==> config.mk <==
export PLATFORM = sky130hd
export DESIGN_NAME = geometric_substep_scheduler_top
export DESIGN_NICKNAME = d
export VERILOG_FILES = /design/src/design/gss_pkg.sv /design/src/design/gss_mul.sv /design/src/design/gss_cfg.sv /design/src/design/geometric_substep_scheduler_top.sv
export SDC_FILE = /design/constraint.sdc
export NUM_CORES = 2
export LEC_CHECK = 0
export BUFFER_PORTS_ARGS = -buffer_cell sky130_fd_sc_hd__buf_2
export CAP_MARGIN = 15
export CORE_MARGIN = 1
export CORE_UTILIZATION = 30
export DETAILED_ROUTE_END_ITERATION = 8
export HOLD_SLACK_MARGIN = 0.06
export MAX_ROUTING_LAYER = met4
export PLACE_DENSITY = 0.48
export SETUP_SLACK_MARGIN = 0.4
export SLEW_MARGIN = 20
export SYNTH_ARGS = -nofsm -noshare
export SYNTH_HDL_FRONTEND = slang
export SYNTH_SLANG_ARGS = --single-unit
==> constraint.sdc <==
create_clock -name clk -period 16.6 [get_ports clk]
set_input_delay 1.66 -clock clk [delete_from_list [all_inputs] [get_ports clk]]
set_output_delay 1.66 -clock clk [all_outputs]
set_load 0.03 [all_outputs]
==> src/design/gss_pkg.sv <==
// shared types and constants for the geometric substep scheduler
package gss_pkg;

  // sequencer states
  typedef enum logic [3:0] {
    S_IDLE,
    S_POW_GO,
    S_POW_WAIT,
    S_OFF_GO,
    S_OFF_WAIT,
    S_CLAMP,
    S_EVAL,
    S_CHECK,
    S_FINAL
  } state_t;

  // register selects, taken from address bit 3
  localparam logic REG_SHRINK = 1'b0;
  localparam logic REG_THRESH = 1'b1;

  localparam logic [31:0] SHRINK_RESET = 32'h8000_0000;
  localparam logic [63:0] THRESH_RESET = 64'd0;

  typedef struct packed {
    logic [31:0] shrink;
    logic [63:0] thresh;
  } cfg_t;

  typedef struct packed {
    logic        go;
    logic [63:0] a;
    logic [63:0] b;
  } mul_req_t;

  typedef struct packed {
    logic        done;
    logic [63:0] res;
  } mul_rsp_t;

endpackage

==> src/design/gss_mul.sv <==
// shared 64x64 fixed-point multiplier, one 32x32 partial product per cycle
module gss_mul import gss_pkg::*; #(
  parameter int FRAC_BITS = 32
) (
  input  logic     clk,
  input  logic     rst_n,
  input  mul_req_t req,
  output mul_rsp_t rsp
);

  localparam logic [127:0] HALF = 128'd1 << (FRAC_BITS - 1);

  logic [63:0]  a_r, a_nxt;
  logic [63:0]  b_r, b_nxt;
  logic         busy_r, busy_nxt;
  logic [1:0]   idx_r, idx_nxt;
  logic [63:0]  pp_r, pp_nxt;
  logic [1:0]   pp_sh_r, pp_sh_nxt;
  logic         pp_v_r, pp_v_nxt;
  logic         pp_last_r, pp_last_nxt;
  logic [127:0] acc_r, acc_nxt;
  logic         done_r, done_nxt;
  logic [31:0]  a_half, b_half;

  always_comb begin
    a_nxt       = a_r;
    b_nxt       = b_r;
    busy_nxt    = busy_r;
    idx_nxt     = idx_r;
    acc_nxt     = acc_r;
    done_nxt    = 1'b0;
    // halves: lo*lo, lo*hi, hi*lo, hi*hi
    a_half      = idx_r[1] ? a_r[63:32] : a_r[31:0];
    b_half      = idx_r[0] ? b_r[63:32] : b_r[31:0];
    pp_nxt      = 64'(a_half) * 64'(b_half);
    pp_sh_nxt   = 2'(idx_r[1]) + 2'(idx_r[0]);
    pp_v_nxt    = busy_r;
    pp_last_nxt = busy_r && (idx_r == 2'd3);

    if (req.go) begin
      a_nxt    = req.a;
      b_nxt    = req.b;
      busy_nxt = 1'b1;
      idx_nxt  = 2'd0;
      // rounding constant preloaded
      acc_nxt  = HALF;
    end else if (busy_r) begin
      idx_nxt = idx_r + 2'd1;
      if (idx_r == 2'd3) begin
        busy_nxt = 1'b0;
      end
    end

    if (pp_v_r) begin
      acc_nxt  = acc_r + (128'(pp_r) << {pp_sh_r, 5'd0});
      done_nxt = pp_last_r;
    end
  end

  always_ff @(posedge clk) begin
    if (!rst_n) begin
      busy_r    <= 1'b0;
      idx_r     <= 2'd0;
      pp_v_r    <= 1'b0;
      pp_last_r <= 1'b0;
      done_r    <= 1'b0;
    end else begin
      busy_r    <= busy_nxt;
      idx_r     <= idx_nxt;
      pp_v_r    <= pp_v_nxt;
      pp_last_r <= pp_last_nxt;
      done_r    <= done_nxt;
    end
  end

  always_ff @(posedge clk) begin
    a_r     <= a_nxt;
    b_r     <= b_nxt;
    pp_r    <= pp_nxt;
    pp_sh_r <= pp_sh_nxt;
    acc_r   <= acc_nxt;
  end

  assign rsp.done = done_r;
  assign rsp.res  = acc_r[FRAC_BITS +: 64];

  a_go_idle: assert property (@(posedge clk) disable iff (!rst_n)
    req.go |-> !busy_r && !pp_v_r)
    else $error("multiplier started while busy");

  a_done_pulse: assert property (@(posedge clk) disable iff (!rst_n)
    done_r |=> !done_r)
    else $error("multiplier done held longer than one cycle");

endmodule

==> src/design/gss_cfg.sv <==
// configuration register file behind the apb port
module gss_cfg import gss_pkg::*; (
  input  logic        clk,
  input  logic        rst_n,
  input  logic        psel,
  input  logic        penable,
  input  logic        pwrite,
  input  logic [3:0]  paddr,
  input  logic [63:0] pwdata,
  output logic [63:0] prdata,
  output logic        pready,
  output cfg_t        cfg
);

  logic [31:0] shrink_r, shrink_nxt;
  logic [63:0] thresh_r, thresh_nxt;
  logic        wr_en;

  assign wr_en  = psel && penable && pwrite;
  assign pready = 1'b1;

  always_comb begin
    shrink_nxt = shrink_r;
    thresh_nxt = thresh_r;
    if (wr_en) begin
      case (paddr[3])
        REG_SHRINK: shrink_nxt = pwdata[31:0];
        REG_THRESH: thresh_nxt = pwdata;
        default:    shrink_nxt = shrink_r;
      endcase
    end
  end

  always_ff @(posedge clk) begin
    if (!rst_n) begin
      shrink_r <= SHRINK_RESET;
      thresh_r <= THRESH_RESET;
    end else begin
      shrink_r <= shrink_nxt;
      thresh_r <= thresh_nxt;
    end
  end

  assign prdata     = (paddr[3] == REG_THRESH) ? thresh_r : {32'd0, shrink_r};
  assign cfg.shrink = shrink_r;
  assign cfg.thresh = thresh_r;

endmodule

==> src/design/geometric_substep_scheduler_top.sv <==
// Splits one interval [start, end) into geometrically shrinking sub-intervals. An item is
// taken when start is high and busy is low; an empty interval returns at once with no
// result. Each candidate end takes two products on the shared 64x64 multiplier (each an
// issue, four partial products, a final accumulate and the result hand-back) and the
// clamp, eval and check states. With k candidate ends (k up to MAX_SUBSTEPS) busy stays
// high until it drops as the last result shows; no next item is taken before that.
// Results appear as one-cycle out_valid strobes and must be captured when they show; the
// last one has out_last_of_run set.
module geometric_substep_scheduler_top import gss_pkg::*; #(
  parameter int MAX_SUBSTEPS  = 64,
  parameter int FRACTION_BITS = 32
) (
  input  logic        clk,
  input  logic        rst_n,
  input  logic        psel,
  input  logic        penable,
  input  logic        pwrite,
  input  logic [3:0]  paddr,
  input  logic [63:0] pwdata,
  output logic [63:0] prdata,
  output logic        pready,
  input  logic        start,
  output logic        busy,
  input  logic [63:0] in_interval_start,
  input  logic [63:0] in_interval_end,
  output logic        out_valid,
  output logic [63:0] out_sub_begin,
  output logic [63:0] out_sub_finish,
  output logic        out_last_of_run
);

  localparam int PW    = FRACTION_BITS + 1;
  localparam int CNT_W = $clog2(MAX_SUBSTEPS + 1);
  localparam logic [PW-1:0] ONE = PW'(1) << FRACTION_BITS;

  cfg_t     cfg;
  mul_req_t mreq;
  mul_rsp_t mrsp;
  logic [PW-1:0] r_fb;
  logic [PW-1:0] frac;

  state_t state_r, state_nxt;
  logic [63:0]    start_r, start_nxt;
  logic [63:0]    end_r, end_nxt;
  logic [63:0]    macro_r, macro_nxt;
  logic [PW-1:0]  power_r, power_nxt;
  logic [63:0]    curr_r, curr_nxt;
  logic [63:0]    prev_r, prev_nxt;
  logic [63:0]    rem_r, rem_nxt;
  logic [63:0]    pbegin_r, pbegin_nxt;
  logic [63:0]    pfinish_r, pfinish_nxt;
  logic           pvalid_r, pvalid_nxt;
  logic [CNT_W-1:0] cnt_r, cnt_nxt;
  logic           ovalid_r, ovalid_nxt;
  logic [63:0]    obegin_r, obegin_nxt;
  logic [63:0]    ofinish_r, ofinish_nxt;
  logic           olast_r, olast_nxt;

  gss_cfg u_cfg (
    .clk     (clk),
    .rst_n   (rst_n),
    .psel    (psel),
    .penable (penable),
    .pwrite  (pwrite),
    .paddr   (paddr),
    .pwdata  (pwdata),
    .prdata  (prdata),
    .pready  (pready),
    .cfg     (cfg)
  );

  gss_mul #(.FRAC_BITS(FRACTION_BITS)) u_mul (
    .clk   (clk),
    .rst_n (rst_n),
    .req   (mreq),
    .rsp   (mrsp)
  );

  // ratio from q0.32 to the working fraction width
  generate
    if (FRACTION_BITS >= 32) begin : g_ratio_wide
      assign r_fb = PW'(cfg.shrink) << (FRACTION_BITS - 32);
    end else begin : g_ratio_narrow
      logic [32:0] r_round;
      assign r_round = {1'b0, cfg.shrink} + (33'd1 << (31 - FRACTION_BITS));
      assign r_fb    = PW'(r_round >> (32 - FRACTION_BITS));
    end
  endgenerate

  assign frac = (power_r >= ONE) ? '0 : ONE - power_r;
  assign busy = (state_r != S_IDLE);

  always_comb begin
    state_nxt   = state_r;
    start_nxt   = start_r;
    end_nxt     = end_r;
    macro_nxt   = macro_r;
    power_nxt   = power_r;
    curr_nxt    = curr_r;
    prev_nxt    = prev_r;
    rem_nxt     = rem_r;
    pbegin_nxt  = pbegin_r;
    pfinish_nxt = pfinish_r;
    pvalid_nxt  = pvalid_r;
    cnt_nxt     = cnt_r;
    ovalid_nxt  = 1'b0;
    obegin_nxt  = obegin_r;
    ofinish_nxt = ofinish_r;
    olast_nxt   = olast_r;
    mreq.go     = 1'b0;
    mreq.a      = 64'(power_r);
    mreq.b      = 64'(r_fb);

    case (state_r)
      S_IDLE: begin
        if (start) begin
          start_nxt  = in_interval_start;
          end_nxt    = in_interval_end;
          macro_nxt  = in_interval_end - in_interval_start;
          power_nxt  = ONE;
          prev_nxt   = in_interval_start;
          pvalid_nxt = 1'b0;
          cnt_nxt    = '0;
          if (in_interval_start < in_interval_end) begin
            state_nxt = S_POW_GO;
          end
        end
      end
      S_POW_GO: begin
        mreq.go   = 1'b1;
        state_nxt = S_POW_WAIT;
      end
      S_POW_WAIT: begin
        if (mrsp.done) begin
          power_nxt = mrsp.res[PW-1:0];
          state_nxt = S_OFF_GO;
        end
      end
      S_OFF_GO: begin
        mreq.go   = 1'b1;
        mreq.a    = macro_r;
        mreq.b    = 64'(frac);
        state_nxt = S_OFF_WAIT;
      end
      S_OFF_WAIT: begin
        if (mrsp.done) begin
          curr_nxt  = start_r + mrsp.res;
          state_nxt = S_CLAMP;
        end
      end
      S_CLAMP: begin
        if (curr_r > end_r) begin
          curr_nxt = end_r;
        end
        state_nxt = S_EVAL;
      end
      S_EVAL: begin
        if (curr_r <= prev_r) begin
          // ends stopped advancing
          state_nxt = S_FINAL;
        end else begin
          if (pvalid_r) begin
            ovalid_nxt  = 1'b1;
            obegin_nxt  = pbegin_r;
            ofinish_nxt = pfinish_r;
            olast_nxt   = 1'b0;
            cnt_nxt     = cnt_r + CNT_W'(1);
          end
          pbegin_nxt  = prev_r;
          pfinish_nxt = curr_r;
          pvalid_nxt  = 1'b1;
          prev_nxt    = curr_r;
          rem_nxt     = end_r - curr_r;
          state_nxt   = S_CHECK;
        end
      end
      S_CHECK: begin
        if (rem_r <= cfg.thresh || cnt_r >= CNT_W'(MAX_SUBSTEPS - 1)) begin
          state_nxt = S_FINAL;
        end else begin
          state_nxt = S_POW_GO;
        end
      end
      S_FINAL: begin
        // stretch the pending piece to the end, or emit the whole interval
        ovalid_nxt  = 1'b1;
        obegin_nxt  = pvalid_r ? pbegin_r : start_r;
        ofinish_nxt = end_r;
        olast_nxt   = 1'b1;
        pbegin_nxt  = pvalid_r ? pbegin_r : start_r;
        pfinish_nxt = end_r;
        pvalid_nxt  = 1'b1;
        prev_nxt    = end_r;
        cnt_nxt     = cnt_r + CNT_W'(1);
        state_nxt   = S_IDLE;
      end
      default: begin
        state_nxt = S_IDLE;
      end
    endcase
  end

  always_ff @(posedge clk) begin
    if (!rst_n) begin
      state_r  <= S_IDLE;
      pvalid_r <= 1'b0;
      cnt_r    <= '0;
      ovalid_r <= 1'b0;
    end else begin
      state_r  <= state_nxt;
      pvalid_r <= pvalid_nxt;
      cnt_r    <= cnt_nxt;
      ovalid_r <= ovalid_nxt;
    end
  end

  always_ff @(posedge clk) begin
    start_r   <= start_nxt;
    end_r     <= end_nxt;
    macro_r   <= macro_nxt;
    power_r   <= power_nxt;
    curr_r    <= curr_nxt;
    prev_r    <= prev_nxt;
    rem_r     <= rem_nxt;
    pbegin_r  <= pbegin_nxt;
    pfinish_r <= pfinish_nxt;
    obegin_r  <= obegin_nxt;
    ofinish_r <= ofinish_nxt;
    olast_r   <= olast_nxt;
  end

  assign out_valid       = ovalid_r;
  assign out_sub_begin   = obegin_r;
  assign out_sub_finish  = ofinish_r;
  assign out_last_of_run = olast_r;

  a_last_frees: assert property (@(posedge clk) disable iff (!rst_n)
    out_valid && out_last_of_run |-> !busy)
    else $error("still busy after the final item");

  a_piece_order: assert property (@(posedge clk) disable iff (!rst_n)
    out_valid |-> out_sub_begin < out_sub_finish)
    else $error("sub-interval does not advance");

  a_count_bound: assert property (@(posedge clk) disable iff (!rst_n)
    cnt_r <= CNT_W'(MAX_SUBSTEPS))
    else $error("emitted more sub-intervals than allowed");

endmodule

==> reports/metrics.yaml <==
cells_and_area:
  ratio_of_cells_with_drive_above_1_in_the_final_layout: 0.103
  most_common_cell_after_layout_fill_and_taps_aside: "inv_1"
  nets: 11600
  post-route-util: 0.336
  mostFrequentLayoutCells: "inv_1, nand2_1, nor2_1, fa_1, edfxtp_1"
  syn2layout_area_growth_pct: 11.5
  fillCellCount: 31800
worst_setup_path:
  max_stage_delay_ns: 0.76
  arrival_ns: 10.82
  critical_path_required_ns: 17.32
  worst_path_most_repeated_cell: "fa_1"
  max_stage_delay_cell_worst_path: "buf_4"
  startpoint_types: "flip-flop"
  worst_path_dominant_cell_family: "adder cells"
  path_buf_inv: 4
  cp_max_fo: 51
  end_kind: "flip-flop"
  path_class: "flip-flop to flip-flop"
sta:
  unrepaired_setup_endpoints_after_global_routing: "no"
  timing.final.setup_violations: 0
  final.setup_skew_ns: 0.101
  final_sum_of_negative_setup_slack_ns: 0
  post-route-worst-setup-slack_ns: 6.50
  slew_headroom: 0.227
  worst-slew-pin-transition_ns: 1.16
  timing.fmax_ghz: 0.0990
  slew_violations: 0
  final_min_period_over_clock_period: 0.608
  finalWorstPathRequiredPeriod_ns: 10.10
  hold_violations: 0
global_routing:
  grt_remaining_overflow: 0
  largest_net_degree_at_the_start_of_global_routing: 158
  grt_antenna_before_repair: 49
  grt_pass1_vias: 75600
  wire_length_of_the_first_global_routing_pass_mm: 517
  track_usage: 0.231
status:
  run_status: "complete, no violations"
routing:
  detail_route.iter0.violations: 5894
  drc: 0
  routedWlPerCell_um: 25.1
  vias: 72700
  drt_wl_total_mm: 355
  postRouteAntennaNets: 0
  drt-vias-per-instance: 5.15
  drt_pass_1_iters: 6
die:
  die_y_um: 560
  die_x_um: 560
  core_area_sq_um: 309000
  floorplan.die_area_sq_um: 313000
  floorplan.initialDensity: 0.302
  num_rows: 204
  boundaryPins: 398
clocking:
  max-clock-path-buffers: 3
  cts-resized-gates: 0
  cts-hold-fix-buffers: 0
  clk-insertion-delay-late_ns: 0.83
  cts_root_buf: "clkbuf_16"
  cts_setup_buffers: 0
  cts_made_buffers: 117
  clock_sink_count: 1048
  clock_tree_from_tritoncts: "done"
  cts_max_level: 3
  clk_transition_reported_paths_ns: 0.06
synth:
  synth_sequential_area_ratio: 0.318
  post_synth_instance_area_sq_um: 93300
  synth-async-reset-ratio: 0
  postSynthNetCount: 11500
  count_of_warnings_emitted_by_yosys: 0
  synthesis.area_per_instance_sq_um: 9.61
  synth.lib_cells_used.distinct: 102
  post_synth_inst_count: 9707
  synth_edf_count: 867
  synth_flop_cell: "edfxtp_1"
  postSynthRegisterBits: 1048
place:
  place.gp.congestion: 0.965
  place_worst_setup_slack_ns: 6.55
  dpl.hpwl_mm: 277
  io_buffers: 393
worst_hold_path:
  hold_class: "flip-flop to flip-flop"
run:
  maxCapViolations: 0
-- sequential cells by signal (all words and copies together) (netlist names), 2 cells and up --
name            flops
u_mul.idx_r         2
cnt_r               7
u_mul.a_r          64
rem_r              64
u_cfg.shrink_r     32
start_r            64
prev_r             64
power_r            33
u_mul.acc_r        96
u_cfg.thresh_r     64
end_r              64
state_r             4
out_sub_finish     64
u_mul.pp_sh_r       2
pfinish_r          64
u_mul.b_r          33
u_mul.pp_r         64
pbegin_r           64
out_sub_begin      64
curr_r             64
macro_r            64
-- worst paths after layout --
path,from,endpoint,slack (ns),depth (start not counted)
setup / recovery,u_mul.idx_r[1]$_SDFFE_PP0P_,u_mul.pp_r[62]$_DFF_P_,6.50,26
hold / removal,u_cfg.thresh_r[48]$_SDFFE_PN0P_,u_cfg.thresh_r[48]$_SDFFE_PN0P_,0.46,2
setup reg to reg,u_mul.idx_r[1]$_SDFFE_PP0P_,u_mul.pp_r[62]$_DFF_P_,6.50,26
hold reg to reg,u_cfg.thresh_r[48]$_SDFFE_PN0P_,u_cfg.thresh_r[48]$_SDFFE_PN0P_,0.46,2
-- cell type report --
cell class	count	area [sq um]	area share
diodes	33	82.6	0.000794
clock buffers	157	3240	0.0312
clock inverters	66	716	0.00688
inverters	1225	4610	0.0444
multi-input cells	6940	57500	0.553
flip-flops and latches	1048	29700	0.285
well taps	4120	5150	0.0496
repair buffers	532	3030	0.0291
-- through the flow --
step / cells / cell area [sq um] / hold WS [ns]
floorplan: 9707 / 93300 / 0.443
global placement: 13900 / 99900 / 0.452
detailed placement: 13900 / 99900 / 0.459
CTS: 14100 / 104000 / 0.468
global route: 14100 / 104000 / 0.487
finish: 14100 / 104000 / 0.464
-- synth_stat cells (137+ instances only) --
library cell,instances,area [sq um]
a21o_1,311,2330
inv_1,1224,4590
xor2_1,137,1200
edfxtp_1,867,26000
a21oi_1,469,2350
mux2_2,161,1810
mux2i_1,141,1410
nand2_1,1205,4520
ha_1,681,8520
fa_1,900,18000
dfxtp_1,181,3620
nor2_1,1049,3940
clkbuf_1,442,1660
xnor2_1,214,1870
o21ai_0,338,1690
-- metal layers --
layer | GRT usage | vias to the layer above | routed length [um]
met1 | 0.292 | 36700 | 151000
met5 | - | - | 0
met3 | 0.0369 | 542 | 24300
met2 | 0.373 | 2608 | 165000
li1 | - | 32800 | -
met4 | 0.0819 | 0 | 14200
-- kinds of logic (layout without fill, tap and decap cells) --
| group | after synthesis | in the layout | synth area share |
|---|---|---|---|
| and+or+nand+nor | 2946 | 2946 | 0.137 |
| AOI/OAI and AO/OA | 1758 | 1758 | 0.124 |
| buffers and inverters | 1719 | 1980 | 0.0697 |
| adders and majority gates | 1581 | 1581 | 0.285 |
| DFF | 1048 | 1048 | 0.318 |
| xor gates and xnor gates | 351 | 351 | 0.0330 |
| muxes | 303 | 303 | 0.0347 |
| other | 1 | 34 | 0.0000402 |
-- worst min-delay path, delay by kind of cell, from the launching register on --
kind	cells	cell delay, ns
and+or+nand+nor	1	0.04
AOI/OAI and AO/OA	1	0.06
DFF	1	0.31
Power is left out: the tool's default activity adds up to more than one toggle a clock period on the data nets, which glitch-free logic cannot reach.
